File: src/rtl/cbt_pkg.sv
`timescale 1ns / 1ps
// cbt_pkg: widths, limits, sequencer states and the segment split function
// for the CAN bit timing solver. No dependencies.
package cbt_pkg;

  localparam int CLK_W   = 32;
  localparam int RATE_W  = 20;
  localparam int DIV_W   = 32;
  localparam int CNT_W   = 5;
  localparam int T_W     = 5;
  localparam int PRESC_W = 9;

  localparam logic [T_W-1:0] MIN_QUANTA        = 5'd8;
  localparam logic [T_W-1:0] MAX_QUANTA        = 5'd25;
  localparam logic [T_W-1:0] MAX_PROP_QUANTA   = 5'd8;
  localparam logic [T_W-1:0] MIN_PHASE2_QUANTA = 5'd2;
  localparam logic [T_W-1:0] MAX_JUMP_QUANTA   = 5'd4;
  localparam logic [DIV_W-1:0] PRESC_LIMIT     = 32'd256;
  localparam logic [CNT_W-1:0] DIV_LAST        = 5'(DIV_W - 1);

  typedef enum logic [3:0] {
    S_IDLE,
    S_DIV_RATIO,
    S_RATIO,
    S_TRY,
    S_DIV_PRESC,
    S_PRESC,
    S_DIV_CLK,
    S_CLK,
    S_DIV_ACT,
    S_CMP,
    S_NEXT,
    S_FIN,
    S_DONE
  } state_t;

  typedef struct packed {
    logic       ok;
    logic [7:0] presc_m1;
    logic [1:0] sjw_m1;
    logic [2:0] ph1_m1;
    logic [2:0] ph2_m1;
    logic [2:0] prop_m1;
  } res_t;

  typedef struct packed {
    logic       ok;
    logic [1:0] sjw_m1;
    logic [2:0] ph1_m1;
    logic [2:0] ph2_m1;
    logic [2:0] prop_m1;
  } seg_t;

  // split t quanta into sync, propagation, phase 1 and phase 2, and pick the jump width
  function automatic seg_t seg_calc(input logic [T_W-1:0] t);
    logic signed [6:0] half;
    logic signed [6:0] ph1;
    logic signed [6:0] ph2;
    logic signed [6:0] prop;
    logic signed [6:0] sjw;
    seg_t s;
    half = (t > MAX_PROP_QUANTA) ? 7'(t - MAX_PROP_QUANTA) : 7'sd0;
    ph2  = half >>> 1;
    if (ph2 < $signed(7'(MIN_PHASE2_QUANTA))) ph2 = 7'(MIN_PHASE2_QUANTA);
    ph1  = (t == MIN_QUANTA) ? 7'sd1 : ph2;
    prop = $signed(7'(t)) - ph1 - ph2 - 7'sd1;
    sjw  = (ph1 < $signed(7'(MAX_JUMP_QUANTA))) ? ph1 : 7'(MAX_JUMP_QUANTA);
    s.ok = (ph1 >= 7'sd1) && (ph1 <= 7'sd8) && (ph2 >= 7'sd1) && (ph2 <= 7'sd8) &&
           (prop >= 7'sd1) && (prop <= 7'sd8) && (sjw >= 7'sd1) && (sjw <= 7'sd4);
    s.sjw_m1  = 2'(sjw - 7'sd1);
    s.ph1_m1  = 3'(ph1 - 7'sd1);
    s.ph2_m1  = 3'(ph2 - 7'sd1);
    s.prop_m1 = 3'(prop - 7'sd1);
    return s;
  endfunction

endpackage

File: src/rtl/cbt_in_if.sv
`timescale 1ns / 1ps
// cbt_in_if: input channel, clock frequency and wanted bit rate per word.
// Depends on cbt_pkg.
interface cbt_in_if import cbt_pkg::*; ();
  logic              valid;
  logic              ready;
  logic [CLK_W-1:0]  clock_hz;
  logic [RATE_W-1:0] wanted_bitrate;

  modport source (output valid, output clock_hz, output wanted_bitrate, input ready);
  modport sink   (input valid, input clock_hz, input wanted_bitrate, output ready);
endinterface

File: src/rtl/cbt_out_if.sv
`timescale 1ns / 1ps
// cbt_out_if: result channel, one timing word per input word.
// Depends on nothing.
interface cbt_out_if;
  logic       valid;
  logic       ready;
  logic       ok;
  logic [7:0] prescaler_minus_one;
  logic [1:0] jump_width_minus_one;
  logic [2:0] phase1_minus_one;
  logic [2:0] phase2_minus_one;
  logic [2:0] propagation_minus_one;

  modport source (output valid, output ok, output prescaler_minus_one,
                  output jump_width_minus_one, output phase1_minus_one,
                  output phase2_minus_one, output propagation_minus_one, input ready);
  modport sink   (input valid, input ok, input prescaler_minus_one,
                  input jump_width_minus_one, input phase1_minus_one,
                  input phase2_minus_one, input propagation_minus_one, output ready);
endinterface

File: src/rtl/can_bit_timing_solver.sv
`timescale 1ns / 1ps
// Computes the CAN bit timing for a given peripheral clock and bit rate.
// One shared restoring divider first runs the clock/rate ratio, then tries
// each quanta count from 25 down to 8. A count whose prescaler is zero, above
// 256 or an exact divisor needs only the prescaler division; a count whose
// achieved rate is compared also divides the clock by the prescaler and that
// quotient by the count. The search stops early on an exact divisor. The
// result register loads via S_DONE with no division for a zero bit rate,
// after the ratio division when the ratio is too small, and after the search
// otherwise. in_ch.ready is high only while the solver is idle. A finished
// result waits in the output register, so the next word can be taken while the last result is still unread.
// Depends on cbt_pkg, cbt_in_if, cbt_out_if.
module can_bit_timing_solver import cbt_pkg::*; (
  input  logic clk,
  input  logic rst_n,
  cbt_in_if.sink    in_ch,
  cbt_out_if.source out_ch
);

  state_t state_r, state_nxt;

  logic [CLK_W-1:0]   clk_hz_r, clk_hz_nxt;
  logic [RATE_W-1:0]  rate_r, rate_nxt;
  logic [DIV_W-1:0]   ratio_r, ratio_nxt;
  logic [T_W-1:0]     t_r, t_nxt;
  logic [PRESC_W-1:0] presc_r, presc_nxt;
  logic [T_W-1:0]     best_t_r, best_t_nxt;
  logic [PRESC_W-1:0] best_presc_r, best_presc_nxt;
  logic [RATE_W-1:0]  best_diff_r, best_diff_nxt;

  // shared divider
  logic [DIV_W-1:0] rem_r, rem_nxt;
  logic [DIV_W-1:0] quo_r, quo_nxt;
  logic [DIV_W-1:0] dvs_r, dvs_nxt;
  logic [CNT_W-1:0] cnt_r, cnt_nxt;
  logic [DIV_W:0]   trial;
  logic [DIV_W-1:0] step_rem, step_quo;

  res_t pend_r, pend_nxt;
  res_t out_r, out_nxt;
  logic out_valid_r, out_valid_nxt;

  logic [DIV_W-1:0] diff;
  seg_t seg;

  assign trial = {rem_r, quo_r[DIV_W-1]} - {1'b0, dvs_r};

  always_comb begin
    if (!trial[DIV_W]) begin
      step_rem = trial[DIV_W-1:0];
      step_quo = {quo_r[DIV_W-2:0], 1'b1};
    end else begin
      step_rem = {rem_r[DIV_W-2:0], quo_r[DIV_W-1]};
      step_quo = {quo_r[DIV_W-2:0], 1'b0};
    end
  end

  assign diff = (quo_r > DIV_W'(rate_r)) ? quo_r - DIV_W'(rate_r) : DIV_W'(rate_r) - quo_r;
  assign seg  = seg_calc(best_t_r);

  assign in_ch.ready = (state_r == S_IDLE);

  always_comb begin
    state_nxt      = state_r;
    clk_hz_nxt     = clk_hz_r;
    rate_nxt       = rate_r;
    ratio_nxt      = ratio_r;
    t_nxt          = t_r;
    presc_nxt      = presc_r;
    best_t_nxt     = best_t_r;
    best_presc_nxt = best_presc_r;
    best_diff_nxt  = best_diff_r;
    rem_nxt        = rem_r;
    quo_nxt        = quo_r;
    dvs_nxt        = dvs_r;
    cnt_nxt        = cnt_r;
    pend_nxt       = pend_r;
    out_nxt        = out_r;
    out_valid_nxt  = out_valid_r;

    if (out_valid_r && out_ch.ready) out_valid_nxt = 1'b0;

    unique case (state_r)
      S_IDLE: begin
        if (in_ch.valid) begin
          clk_hz_nxt = in_ch.clock_hz;
          rate_nxt   = in_ch.wanted_bitrate;
          if (in_ch.wanted_bitrate == '0) begin
            pend_nxt  = '0;
            state_nxt = S_DONE;
          end else begin
            rem_nxt   = '0;
            quo_nxt   = in_ch.clock_hz;
            dvs_nxt   = DIV_W'(in_ch.wanted_bitrate);
            cnt_nxt   = '0;
            state_nxt = S_DIV_RATIO;
          end
        end
      end
      S_DIV_RATIO, S_DIV_PRESC, S_DIV_CLK, S_DIV_ACT: begin
        rem_nxt = step_rem;
        quo_nxt = step_quo;
        cnt_nxt = cnt_r + 1'b1;
        if (cnt_r == DIV_LAST) begin
          unique case (state_r)
            S_DIV_RATIO: state_nxt = S_RATIO;
            S_DIV_PRESC: state_nxt = S_PRESC;
            S_DIV_CLK:   state_nxt = S_CLK;
            default:     state_nxt = S_CMP;
          endcase
        end
      end
      S_RATIO: begin
        ratio_nxt = quo_r;
        if (quo_r < DIV_W'(MIN_QUANTA - 1'b1)) begin
          pend_nxt  = '0;
          state_nxt = S_DONE;
        end else begin
          t_nxt         = MAX_QUANTA;
          best_t_nxt    = '0;
          best_diff_nxt = rate_r;
          state_nxt     = S_TRY;
        end
      end
      S_TRY: begin
        rem_nxt   = '0;
        quo_nxt   = ratio_r;
        dvs_nxt   = DIV_W'(t_r);
        cnt_nxt   = '0;
        state_nxt = S_DIV_PRESC;
      end
      S_PRESC: begin
        if (quo_r == '0 || quo_r > PRESC_LIMIT) begin
          state_nxt = S_NEXT;
        end else if (rem_r == '0) begin
          best_t_nxt     = t_r;
          best_presc_nxt = quo_r[PRESC_W-1:0];
          state_nxt      = S_FIN;
        end else begin
          presc_nxt = quo_r[PRESC_W-1:0];
          rem_nxt   = '0;
          quo_nxt   = clk_hz_r;
          dvs_nxt   = quo_r;
          cnt_nxt   = '0;
          state_nxt = S_DIV_CLK;
        end
      end
      S_CLK: begin
        rem_nxt   = '0;
        dvs_nxt   = DIV_W'(t_r);
        cnt_nxt   = '0;
        state_nxt = S_DIV_ACT;
      end
      S_CMP: begin
        if (diff < DIV_W'(best_diff_r)) begin
          best_diff_nxt  = diff[RATE_W-1:0];
          best_t_nxt     = t_r;
          best_presc_nxt = presc_r;
        end
        state_nxt = S_NEXT;
      end
      S_NEXT: begin
        if (t_r == MIN_QUANTA) begin
          state_nxt = S_FIN;
        end else begin
          t_nxt     = t_r - 1'b1;
          state_nxt = S_TRY;
        end
      end
      S_FIN: begin
        if (best_t_r == '0 || !seg.ok) begin
          pend_nxt = '0;
        end else begin
          pend_nxt.ok       = 1'b1;
          pend_nxt.presc_m1 = 8'(best_presc_r - 1'b1);
          pend_nxt.sjw_m1   = seg.sjw_m1;
          pend_nxt.ph1_m1   = seg.ph1_m1;
          pend_nxt.ph2_m1   = seg.ph2_m1;
          pend_nxt.prop_m1  = seg.prop_m1;
        end
        state_nxt = S_DONE;
      end
      S_DONE: begin
        if (!out_valid_r || out_ch.ready) begin
          out_nxt       = pend_r;
          out_valid_nxt = 1'b1;
          state_nxt     = S_IDLE;
        end
      end
      default: state_nxt = S_IDLE;
    endcase
  end

  always_ff @(posedge clk) begin
    if (!rst_n) begin
      state_r     <= S_IDLE;
      out_valid_r <= 1'b0;
    end else begin
      state_r     <= state_nxt;
      out_valid_r <= out_valid_nxt;
    end
  end

  always_ff @(posedge clk) begin
    clk_hz_r     <= clk_hz_nxt;
    rate_r       <= rate_nxt;
    ratio_r      <= ratio_nxt;
    t_r          <= t_nxt;
    presc_r      <= presc_nxt;
    best_t_r     <= best_t_nxt;
    best_presc_r <= best_presc_nxt;
    best_diff_r  <= best_diff_nxt;
    rem_r        <= rem_nxt;
    quo_r        <= quo_nxt;
    dvs_r        <= dvs_nxt;
    cnt_r        <= cnt_nxt;
    pend_r       <= pend_nxt;
    out_r        <= out_nxt;
  end

  assign out_ch.valid                 = out_valid_r;
  assign out_ch.ok                    = out_r.ok;
  assign out_ch.prescaler_minus_one   = out_r.presc_m1;
  assign out_ch.jump_width_minus_one  = out_r.sjw_m1;
  assign out_ch.phase1_minus_one      = out_r.ph1_m1;
  assign out_ch.phase2_minus_one      = out_r.ph2_m1;
  assign out_ch.propagation_minus_one = out_r.prop_m1;

  // divider never runs on a zero divisor
  a_dvs_nonzero: assert property (@(posedge clk) disable iff (!rst_n)
    (state_r == S_DIV_RATIO || state_r == S_DIV_PRESC ||
     state_r == S_DIV_CLK || state_r == S_DIV_ACT) |-> (dvs_r != '0))
    else $error("divide by zero");

  // remainder stays below divisor at the end of a division
  a_rem_range: assert property (@(posedge clk) disable iff (!rst_n)
    (state_r == S_PRESC || state_r == S_CMP) |-> (rem_r < dvs_r))
    else $error("remainder out of range");

  // best distance never grows past the wanted rate
  a_best_diff: assert property (@(posedge clk) disable iff (!rst_n)
    (state_r == S_CMP || state_r == S_NEXT) |-> (best_diff_r <= rate_r))
    else $error("best distance above rate");

  // a chosen count lies in the searched range
  a_best_t: assert property (@(posedge clk) disable iff (!rst_n)
    (state_r == S_FIN && best_t_r != '0) |->
      (best_t_r >= MIN_QUANTA && best_t_r <= MAX_QUANTA && best_presc_r != '0))
    else $error("chosen count out of range");

  // a result is only offered from the done state
  a_out_load: assert property (@(posedge clk) disable iff (!rst_n)
    $rose(out_valid_r) |-> ($past(state_r) == S_DONE))
    else $error("result loaded outside done");

endmodule
File: src/flat_wrapper.sv
// flat-port wrapper written by rule: the top's interface ports become plain ports
module can_bit_timing_solver_flat import cbt_pkg::*;
  (clk, rst_n, in_ch_valid, in_ch_clock_hz, in_ch_wanted_bitrate, in_ch_ready, out_ch_valid, out_ch_ok, out_ch_prescaler_minus_one, out_ch_jump_width_minus_one, out_ch_phase1_minus_one, out_ch_phase2_minus_one, out_ch_propagation_minus_one, out_ch_ready);
  cbt_in_if in_ch_i ();
  cbt_out_if out_ch_i ();
  input  logic clk;
  input  logic rst_n;
  input wire logic [$bits(in_ch_i.valid)-1:0] in_ch_valid;
  input wire logic [$bits(in_ch_i.clock_hz)-1:0] in_ch_clock_hz;
  input wire logic [$bits(in_ch_i.wanted_bitrate)-1:0] in_ch_wanted_bitrate;
  output wire logic [$bits(in_ch_i.ready)-1:0] in_ch_ready;
  output wire logic [$bits(out_ch_i.valid)-1:0] out_ch_valid;
  output wire logic [$bits(out_ch_i.ok)-1:0] out_ch_ok;
  output wire logic [$bits(out_ch_i.prescaler_minus_one)-1:0] out_ch_prescaler_minus_one;
  output wire logic [$bits(out_ch_i.jump_width_minus_one)-1:0] out_ch_jump_width_minus_one;
  output wire logic [$bits(out_ch_i.phase1_minus_one)-1:0] out_ch_phase1_minus_one;
  output wire logic [$bits(out_ch_i.phase2_minus_one)-1:0] out_ch_phase2_minus_one;
  output wire logic [$bits(out_ch_i.propagation_minus_one)-1:0] out_ch_propagation_minus_one;
  input wire logic [$bits(out_ch_i.ready)-1:0] out_ch_ready;
  assign in_ch_i.valid = in_ch_valid;
  assign in_ch_i.clock_hz = in_ch_clock_hz;
  assign in_ch_i.wanted_bitrate = in_ch_wanted_bitrate;
  assign in_ch_ready = in_ch_i.ready;
  assign out_ch_valid = out_ch_i.valid;
  assign out_ch_ok = out_ch_i.ok;
  assign out_ch_prescaler_minus_one = out_ch_i.prescaler_minus_one;
  assign out_ch_jump_width_minus_one = out_ch_i.jump_width_minus_one;
  assign out_ch_phase1_minus_one = out_ch_i.phase1_minus_one;
  assign out_ch_phase2_minus_one = out_ch_i.phase2_minus_one;
  assign out_ch_propagation_minus_one = out_ch_i.propagation_minus_one;
  assign out_ch_i.ready = out_ch_ready;
  can_bit_timing_solver u_core (.clk(clk), .rst_n(rst_n), .in_ch(in_ch_i), .out_ch(out_ch_i));
endmodule
File: config.mk
export PLATFORM = sky130hd
export DESIGN_NAME = can_bit_timing_solver_flat
export DESIGN_NICKNAME = d
export VERILOG_FILES = /design/src/rtl/cbt_pkg.sv /design/src/rtl/cbt_in_if.sv /design/src/rtl/cbt_out_if.sv /design/src/rtl/can_bit_timing_solver.sv /design/src/flat_wrapper.sv
export SDC_FILE = /design/constraint.sdc
export NUM_CORES = 1
export LEC_CHECK = 0
export BUFFER_PORTS_ARGS = -buffer_cell sky130_fd_sc_hd__buf_2
export CORE_MARGIN = 1
export CORE_UTILIZATION = 55
export DETAILED_ROUTE_END_ITERATION = 12
export PLACE_DENSITY = 0.7
export SETUP_SLACK_MARGIN = 0.5
export SYNTH_ARGS = -nofsm -noshare
export SYNTH_HDL_FRONTEND = slang
export SYNTH_SLANG_ARGS = --single-unit
export TNS_END_PERCENT = 100
File: constraint.sdc
create_clock -name clk -period 8.35 [get_ports clk]
set_input_delay 0.835 -clock clk [delete_from_list [all_inputs] [get_ports clk]]
set_output_delay 0.835 -clock clk [all_outputs]
set_load 0.01 [all_outputs]
==> run summary <==
Routability-driven placement finished with a final weighted congestion of 0.975. The critical path ends at u_core.best_diff_r[19]. Switching share of power: 0.458. The path type of the worst setup path is flip-flop to flip-flop. Yosys printed 0 warnings.

Across the whole layout, storage elements account for 8240 sq um. For the antenna violation net count after detailed routing, the log shows 0. Arithmetic-cell share of the synthesized area counting full adders, half adders and majority gates: 0.0914. Pin placement for this block handled 78 I/O pins. The fraction of post-synthesis cell area in the top cell type by area is 0.494.

The main combinational cell family by area after synthesis was compound AO/OA/AOI/OAI gates. Setup violations remaining at the end of the flow were counted as 0. After detailed routing, the average wire length per cell comes to 21.8 um.

For this design the ratio of total power to cell area is 465 nW/um^2. The number of buffers added to fix hold violations after cts is 0. The sequential area share after synthesis is 0.500, and the mean instance size in the synthesized netlist is 10.4 sq um. The clock passes through at most 3 buffers. Yosys instantiated no cell more often than sky130_fd_sc_hd__edfxtp_1.

In the final layout, the multi-input gates occupy 7490 sq um. The number of core rows is 63. Summed over all instances, the cell type with the most area after synthesis is sky130_fd_sc_hd__edfxtp_1. The worst register-to-register path begins at u_core.quo_r[10]. The run gives 6820 ps as the data arrival time of the critical path. For this run, the top clock speed supported by timing is 151 MHz. The worst setup path is captured at a flip-flop.

The clock drives 276 sinks. The count of fill cells added during filler insertion is 2389. The tools report the cell-internal power as 4.58 mW. The analysis attributes to net switching a power of 3.86 mW. For the pin with the worst max-slew slack, the measured transition is 1170 ps. The run gives 8520 ps as the data required time at the worst endpoint. CTS H-tree depth: 1.

In the synthesized netlist the dominant register cell turns out to be sky130_fd_sc_hd__edfxtp_1. Floorplan die height: 175 um. The simple logic cell fraction of the synthesized area is 0.141, and the pin count of the biggest net entering global routing is 73.

The tools report the utilization after layout as 0.614. For the floorplan core area, the log shows 29600 sq um. Setup total negative slack on the finished layout was measured at 0 ps. The post-synthesis share of cell area spent on xor and xnor gates came out at 0.0340. The maximum fanout count along the critical path came out at 22.

The die is 175 um wide. IR analysis of the VDD net gives a maximum drop of 0.000360 V. Total chip power: 8.44 mW. The tools report the post-route DRC violation count as 0.

The tree is rooted in a sky130_fd_sc_hd__clkbuf_16. Counting instances in the post-synthesis netlist gives the leading cell types as 271 x sky130_fd_sc_hd__edfxtp_1, 140 x sky130_fd_sc_hd__nor2_1, 131 x sky130_fd_sc_hd__nand2_1. Setup slack on the worst reg-to-reg path comes out at 1710 ps.

The initial antenna violation count came out at 3. The run finished with clean final reports. In the post-synthesis netlist, the biggest area contributors are sky130_fd_sc_hd__edfxtp_1 49%, sky130_fd_sc_hd__ha_1 8.7%, sky130_fd_sc_hd__a21oi_1 3.6%. The HPWL after detailed placement is 32800 um. For the overall die area, the log shows 30700 sq um. The routed layout has 12683 vias. The headroom to the max-slew limit came out at 0.220. Measured in cells, the most critical reg-to-reg path has a length of 20.

The ratio of final minimum period to clock period was 0.796; the number of instances in the synthesized netlist was 1584. The tools report the number of buffers inserted to repair setup after CTS as 0. The effective utilization at floorplan was 0.557. Setup repair after global routing left no endpoint under its margin.

For the quantity of gates resized following cts, the log shows 0. The endpoint identified for the worst register-to-register timing path is u_core.best_diff_r[19]. The logs give 11 for the number of detailed-routing iterations run before antenna repair and 1809 for the net count reported at finish.

The number of max-slew violations in the final report was 0; the worst hold slack was 419 ps. The run gives 68400 um as the global-route wire length before repair. The residual overflow from global routing is 0. The standby leakage power is 7.10 nW. The via-per-instance ratio is 6.18, and the number of global-route vias before repair is 11974.

Yosys mapped a number of flops with a built-in enable equal to 271. Total routed wirelength: 44700 um. The routed design could run at a clock period as short as 6640 ps.

The tools report the number of max-capacitance violations reported as 0. Tracing the worst setup path back leads to its startpoint at u_core.quo_r[10]. The fraction of layout cells with a size suffix above 1 is 0.117, and the power share of the sequential group is 0.316. During placement, the flow inserted port buffers numbering 77. The run gives 0.290 as the overall fraction of global-route tracks in use. In this run the worst hold path is classified as flip-flop to flip-flop. TritonCTS created 31 clock buffers. The run gives 0.152 as the part of the power in the clock network. The fraction of synthesis flops using an asynchronous set or reset pin was 0. TritonCTS built the clock tree. The synthesized flop and latch total came out at 276. Clock skew on the completed layout was measured at 36.4 ps. The detailed router finished its first iteration with 1364 violations.

The mux contribution to synthesized area was 0.00774. After synthesis the cells add up to 16500 sq um. Clock-pin slew was measured on the worst setup and hold paths at 60 ps. In this run, distinct cell masters in the synthesized netlist total 89.

The share of the synthesized area in compound gates (AO/OA/AOI/OAI) was 0.175. The logs give 0 for the count of final hold-check violations and 580 ps for the clock insertion delay at the later pin of the skew report. Compared with the post-synthesis result, the final layout area differs by 10.2%.

The kind of start point of the critical path is a flip-flop. The part of the total power dissipated in combinational logic came out at 0.532.
==> power by group through the flow <==
stage	sequential [mW]	clock, mW	combinational, mW
after CTS	2.66	1.30	4.46
final	2.67	1.28	4.49
after global routing	2.71	1.35	4.96
after global placement	2.66	0	4.39
after floorplan	2.51	0	3.42
after detailed placement	2.68	0	4.44
==> worst max-delay path: stages, from the launching register on <==
cell	delay (ps)
sky130_fd_sc_hd__edfxtp_1	440
sky130_fd_sc_hd__inv_1	70
sky130_fd_sc_hd__ha_1	560
sky130_fd_sc_hd__nand4_4	260
sky130_fd_sc_hd__o211ai_1	240
sky130_fd_sc_hd__o22ai_1	140
sky130_fd_sc_hd__o221a_2	320
sky130_fd_sc_hd__o21ai_2	810
sky130_fd_sc_hd__o21ai_1	240
sky130_fd_sc_hd__o221ai_1	290
sky130_fd_sc_hd__xor2_1	310
sky130_fd_sc_hd__ha_1	310
sky130_fd_sc_hd__o21a_1	110
sky130_fd_sc_hd__o21ai_0	170
sky130_fd_sc_hd__nand2b_1	80
sky130_fd_sc_hd__a211oi_1	280
sky130_fd_sc_hd__a31o_2	160
sky130_fd_sc_hd__nand3_1	100
sky130_fd_sc_hd__nor3_1	250
sky130_fd_sc_hd__o221ai_2	190
sky130_fd_sc_hd__a21oi_2	910
==> kinds of logic after synthesis <==
| group | count (synthesis) |
|---|---|
| multiplexers | 12 |
| adder cells (fa/ha/maj) | 118 |
| other | 1 |
| buffers and inverters | 205 |
| AO/OA/AOI/OAI | 423 |
| AND/OR/NAND/NOR | 485 |
| XOR/XNOR | 64 |
| flip-flops | 276 |
==> through the flow <==
step / cell area, sq um / setup slack (ps) / cells
floorplan: 16500 / 2680 / 1585
global placement: 17200 / 1890 / 1992
detailed placement: 17200 / 1820 / 1992
CTS: 18200 / 1730 / 2050
global route: 18200 / 1220 / 2053
finish: 18200 / 1710 / 2053
==> metal layers <==
metal  routed length, um  global-route usage  vias to the layer above
met4                2080               0.133                        0
met1               19100               0.400                     6037
li1                    -                   -                     5979
met5                   0                   0                        -
met2               20400               0.454                      557
met3                3130              0.0409                      110
==> worst min path at each step <==
stage | start | end | depth (start not counted)
floorplan | u_core.pend_r[9] | u_core.out_ch.jump_width_minus_one[0] | 0
global placement | u_core.pend_r[2] | u_core.out_ch.propagation_minus_one[2] | 0
detailed placement | u_core.pend_r[8] | u_core.out_ch.phase1_minus_one[2] | 0
CTS | u_core.pend_r[1] | u_core.out_ch.propagation_minus_one[1] | 0
global route | u_core.pend_r[17] | u_core.out_ch.prescaler_minus_one[6] | 0
finish | u_core.pend_r[1] | u_core.out_ch.propagation_minus_one[1] | 0
==> registers in the layout, summed over array words and instances, names as in the netlist <==
signal and cells:
u_core.out_ch.valid 1, u_core.best_presc_r 8, u_core.quo_r 32, u_core.out_ch.phase1_minus_one 3, u_core.clk_hz_r 32, u_core.t_r 5
u_core.pend_r 20, u_core.out_ch.phase2_minus_one 3, u_core.cnt_r 5, u_core.out_ch.ok 1, u_core.out_ch.jump_width_minus_one 2, u_core.out_ch.propagation_minus_one 3
u_core.rem_r 32, u_core.ratio_r 32, u_core.state_r 4, u_core.best_t_r 5, u_core.out_ch.prescaler_minus_one 8, u_core.dvs_r 32
u_core.rate_r 20, u_core.presc_r 8, u_core.best_diff_r 20
==> cell usage in the layout, fill, tap and decap left out, types with 14 or more instances in the layout <==
cell type,Yosys,final
sky130_fd_sc_hd__nand3_1,48,48
sky130_fd_sc_hd__edfxtp_1,271,271
sky130_fd_sc_hd__nor4_1,23,22
sky130_fd_sc_hd__a21o_1,28,28
sky130_fd_sc_hd__clkbuf_16,0,31
sky130_fd_sc_hd__nor3_1,35,32
sky130_fd_sc_hd__xnor2_1,42,41
sky130_fd_sc_hd__a222oi_1,32,32
sky130_fd_sc_hd__nand4_1,14,14
sky130_fd_sc_hd__inv_1,129,129
sky130_fd_sc_hd__nor2_1,140,138
sky130_fd_sc_hd__xor2_1,22,22
sky130_fd_sc_hd__nand2_1,131,131
sky130_fd_sc_hd__o21ai_1,14,14
sky130_fd_sc_hd__nand2b_1,16,16
sky130_fd_sc_hd__buf_2,12,77
sky130_fd_sc_hd__buf_4,5,15
sky130_fd_sc_hd__a21oi_1,117,114
sky130_fd_sc_hd__o21a_1,16,16
sky130_fd_sc_hd__a22o_1,16,15
sky130_fd_sc_hd__o21ai_0,87,87
sky130_fd_sc_hd__nor2b_1,21,21
sky130_fd_sc_hd__ha_1,114,114
sky130_fd_sc_hd__and2_1,19,19
==> layout make-up <==
type,count,area share
clock buffer,36,0.0437
timing repair buffer,92,0.0274
sequential,276,0.454
multi-input combinational,1104,0.413
tap,390,0.0269
clock inverter,22,0.00861
inverter,130,0.0269
antenna,3,0.000413
Power figures use the tool's default switching activity.
